[src/sv/dvi_pkg.sv]
// Shared constants for the vertex deduplication indexer.
package dvi_pkg;
	localparam int MAX_UNIQUE_DEF = 4096;
	localparam int MAX_WORDS_DEF  = 17;
	localparam int WORD_W         = 32;
	localparam int INDEX_W        = 12;
	localparam int CFG_W          = 5;
	localparam logic [CFG_W-1:0] RECORD_WORDS_RST = 5'd17;
	localparam logic ACT_WORD  = 1'b0;
	localparam logic ACT_CLEAR = 1'b1;
endpackage

[src/sv/dvi_asm.sv]
// Record assembly buffer: collects attribute words and emits a zero-padded record.
module dvi_asm #(
	parameter int MAX_WORDS = dvi_pkg::MAX_WORDS_DEF,
	parameter int LW        = $clog2(MAX_WORDS + 1)
) (
	input  logic                                 clk,
	input  logic                                 arst_n,
	input  logic                                 push,
	input  logic                                 clear,
	input  logic [dvi_pkg::WORD_W-1:0]           word,
	input  logic [LW-1:0]                        eff_len,
	output logic                                 done,
	output logic [MAX_WORDS*dvi_pkg::WORD_W-1:0] record_q
);
	import dvi_pkg::*;

	logic [WORD_W-1:0] buf_q [MAX_WORDS];
	logic [LW-1:0]     wc_q;
	logic [LW-1:0]     wc_inc;
	logic [MAX_WORDS*WORD_W-1:0] padded;

	assign wc_inc = (wc_q < LW'(MAX_WORDS)) ? wc_q + LW'(1) : wc_q;
	assign done   = (wc_inc >= eff_len);

	// words past the received count read as zero
	always_comb begin
		for (int j = 0; j < MAX_WORDS; j++) begin
			if (LW'(j) < wc_q) begin
				padded[j*WORD_W +: WORD_W] = buf_q[j];
			end else if (LW'(j) == wc_q) begin
				padded[j*WORD_W +: WORD_W] = word;
			end else begin
				padded[j*WORD_W +: WORD_W] = '0;
			end
		end
	end

	always_ff @(posedge clk or negedge arst_n) begin
		if (!arst_n) begin
			wc_q <= '0;
		end else if (clear) begin
			wc_q <= '0;
		end else if (push) begin
			wc_q <= done ? '0 : wc_inc;
		end
	end

	always_ff @(posedge clk) begin
		for (int j = 0; j < MAX_WORDS; j++) begin
			if (push && LW'(j) == wc_q) begin
				buf_q[j] <= word;
			end
		end
		if (push && done) begin
			record_q <= padded;
		end
	end
endmodule

[config.mk]
export PLATFORM = sky130hd
export DESIGN_NAME = dvi_asm
export DESIGN_NICKNAME = d
export VERILOG_FILES = /design/src/sv/dvi_pkg.sv /design/src/sv/dvi_asm.sv
export SDC_FILE = /design/constraint.sdc
export NUM_CORES = 1
export LEC_CHECK = 0
export BUFFER_PORTS_ARGS = -buffer_cell sky130_fd_sc_hd__buf_2
export CAP_MARGIN = 25
export CORE_MARGIN = 4
export CORE_UTILIZATION = 55
export DETAILED_ROUTE_END_ITERATION = 8
export PLACE_DENSITY = 0.77
export SYNTH_ARGS = -nofsm -noshare
export SYNTH_HDL_FRONTEND = slang
export SYNTH_SLANG_ARGS = --single-unit
export TNS_END_PERCENT = 30
[constraint.sdc]
create_clock -name clk -period 83.5 [get_ports clk]
set_input_delay 12.525 -clock clk [delete_from_list [all_inputs] [get_ports clk]]
set_output_delay 12.525 -clock clk [all_outputs]
set_load 0.005 [all_outputs]
==> results.py <==
metrics = {
    "route": {
        "drt-total-wl_um": 105000,
        "vias": 23020,
        "wl_per_cell_um": 27.8,
        "ant_nets": 0,
        "drt_iter0_drc": 2667,
        "dr.pass1.iters": 8,
        "drc": 0,
        "vias_per_cell": 6.12,
    },
    "logic_synthesis": {
        "synth-edff-count": 1056,
        "syn_area_per_cell_um2": 17.9,
        "synth_cell_type_count": 39,
        "yosys_warnings": 0,
        "synth.top_cell.area_share_pct": 80.6,
        "synth.area.top_cells": "edfxtp_1 81%, a22o_1 8.7%, nand2_1 2.6%",
        "synthTopCellsByCount": "1056 x edfxtp_1, 389 x a22o_1, 271 x nand2_1",
        "ys_seq_area_share_pct": 82.6,
        "synth_area_leader_cell": "edfxtp_1",
        "synth_area_um2": 39300,
        "async_reset_ff_share_pct": 0.457,
        "synth_fp_nets": 2245,
        "synth_flop_cell": "edfxtp_1",
        "yosysMostFrequentCell": "edfxtp_1",
        "ys_ff_latch": 1093,
        "synthCells": 2196,
    },
    "power": {
        "powerDensity_nw_per_um2": 23.9,
        "vdd_drop_max_mv": 0.0213,
        "leakage_nw": 15.8,
    },
    "placement": {
        "dp_slack_ns": 57.34,
        "gp_congestion": 0.919,
        "dpl.hpwl_um": 63900,
        "placed_cell_area_um2": 43300,
        "portBuffers": 585,
    },
    "cells_and_area": {
        "fin_util_pct": 66.4,
        "final_nets": 2792,
        "syn2layout_area_growth_pct": 19.1,
        "drive_gt1_share_pct": 29.3,
        "final_area_um2": 46900,
    },
    "global_routing": {
        "grt_first_pass_wirelength_um": 149000,
        "grt_pass1_vias": 22028,
        "grt-ovfl-total": 0,
        "grt_antenna_before_repair": 3,
        "track_usage_pct": 26.9,
        "grt_max_degree": 183,
    },
    "floorplanning": {
        "initial_core_util_pct": 55.8,
        "die_y_um": 275,
        "fp.dieArea_um2": 75800,
        "core_area_um2": 70500,
        "chipWidth_um": 275,
        "ios": 586,
        "rows": 97,
    },
    "clock_tree": {
        "cts_sinks": 1093,
        "cts_resized": 0,
        "post_cts.repair.setup_buffers": 0,
        "cts_max_path_buffers": 3,
        "worstSkewPairLatency_ns": 0.65,
        "path_clk_slew_ns": 0.06,
        "root_buffer": "clkbuf_16",
        "h-tree-depth": 3,
        "cts_tree": "yes",
        "ctsHoldBuffers": 0,
        "cts_buffers": 103,
    },
    "sta": {
        "period_share_pct": 31.4,
        "fin_crit_ns": 26.18,
        "worst_pin_slew_ns": 1.15,
        "setup_violations": 0,
        "drv_slew": 0,
        "max_freq_mhz": 38.2,
        "finalSetupTns_ns": 0,
        "finalHoldViolations": 0,
        "grt_setup_unrepaired": "no",
        "timing.hold.ws_ns": 0.456,
        "worst_slack_ns": 57.32,
        "slew_headroom_pct": 23.2,
        "clock_skew_ns": 0.0269,
    },
    "critical_path": {
        "r2r_end": "record_q[459]$_DFFE_PP_",
        "critical_path_class": "primary input to primary output",
        "start_kind": "primary input",
        "r2r_cells": 11,
        "ff2ff_setup_slack_ns": 77.65,
        "cpMaxStageDelayCell": "ha_1",
        "worstReg2RegStart": "wc_q[4]$_DFFE_PN0P_",
        "path_max_fanout": 2,
        "slowest_delay_ns": 0.30,
        "crit_required_ns": 70.97,
        "cp-end-kind": "primary output",
        "crit_chain": "buf_2 > inv_1 > ha_1 > nand2_1 > o21ai_0 > nand3_1 > nand2_1 > buf_2",
        "cp.arrival_ns": 13.66,
    },
    "min_path": {
        "min_to": "buf_q[0][20]$_DFF_P_",
        "hold_path.startpoint": "buf_q[0][20]$_DFF_P_",
        "hold_path.class": "register to register",
        "holdPathStages": 1,
    },
    "status": {
        "outcome": "complete, no violations",
    },
    "run": {
        "drv_cap": 0,
    },
}
==> worst max-delay path by stage <==
stage                          start               endpoint  slack [ns]  cells past startpoint
after floorplan           eff_len[2]  record_q[0]$_DFFE_PP_       42.63                      6
after global placement    eff_len[2]                   done       57.39                      8
after detailed placement  eff_len[2]                   done       57.34                      8
after CTS                 eff_len[2]                   done       57.33                      8
after global routing      eff_len[2]                   done       57.23                      8
final                     eff_len[2]                   done       57.32                      8
==> critical path, delay by kind of cell <==
kind / cells / cell delay, ns
adder cells (fa/ha/maj): 1 / 0.30
AO/OA/AOI/OAI: 1 / 0.22
AND/OR/NAND/NOR: 3 / 0.38
buffers and inverters: 3 / 0.23
==> cells in the final DEF (no fill, tap or decap), types with 6 or more instances in the layout <==
cell type,count
mux2_1,30
nor3_2,9
o21ai_1,13
nor3_4,6
bufinv_16,13
nand3_1,37
edfxtp_1,1056
buf_2,585
dfxtp_1,32
nor2_4,9
nand2_1,270
buf_4,31
o21ai_0,86
clkbuf_1,19
clkbuf_16,106
o21ai_4,8
buf_16,7
buf_12,8
ha_1,7
a22o_1,389
clkinv_2,11
clkinv_1,26
==> stage by stage <==
step | std cells | power, mW
2_1_floorplan | 2196 | 0.654
3_3_place_gp | 3563 | 0.666
3_5_place_dp | 3568 | 0.668
4_1_cts | 3750 | 1.13
5_1_grt | 3761 | 1.15
6_report | 3762 | 1.12
==> flip-flops by register name, summed over array words and instances (netlist names) <==
signal	flops
record_q	544
buf_q	544
wc_q	5
==> layer usage <==
layer	routed length [um]	global-route usage (%)	up-vias
li1	-	-	9675
met5	27	0	-
met1	39100	36.2	11638
met2	51100	43.6	1456
met3	9980	5.56	247
met4	4510	11.4	4
==> final cells by class <==
type | count | area [um^2]
flip-flops and latches | 1093 | 32500
fillers | 4521 | 23700
multi-input cells | 902 | 6280
repair buffers | 632 | 3530
clock buffers | 125 | 2720
well taps | 940 | 1180
clock inverters | 57 | 623
inverters | 11 | 41.3
diodes | 2 | 5.00
==> report_power, final <==
group          switching, mW  internal (mW)
logic                 0.0285         0.0104
clock network          0.192          0.271
registers            0.00524          0.613
total                  0.226          0.895
==> kinds of logic after synthesis <==
logic type                 Yosys count  share of synthesized area [%]
AOI/OAI and AO/OA                  507                           10.2
xor gates and xnor gates             1                         0.0223
adders and majority gates            8                          0.255
buffers and inverters              201                           2.21
DFF                               1093                           82.6
muxes                               33                          0.942
and+or+nand+nor                    353                           3.80
Power figures use the tool's default switching activity.
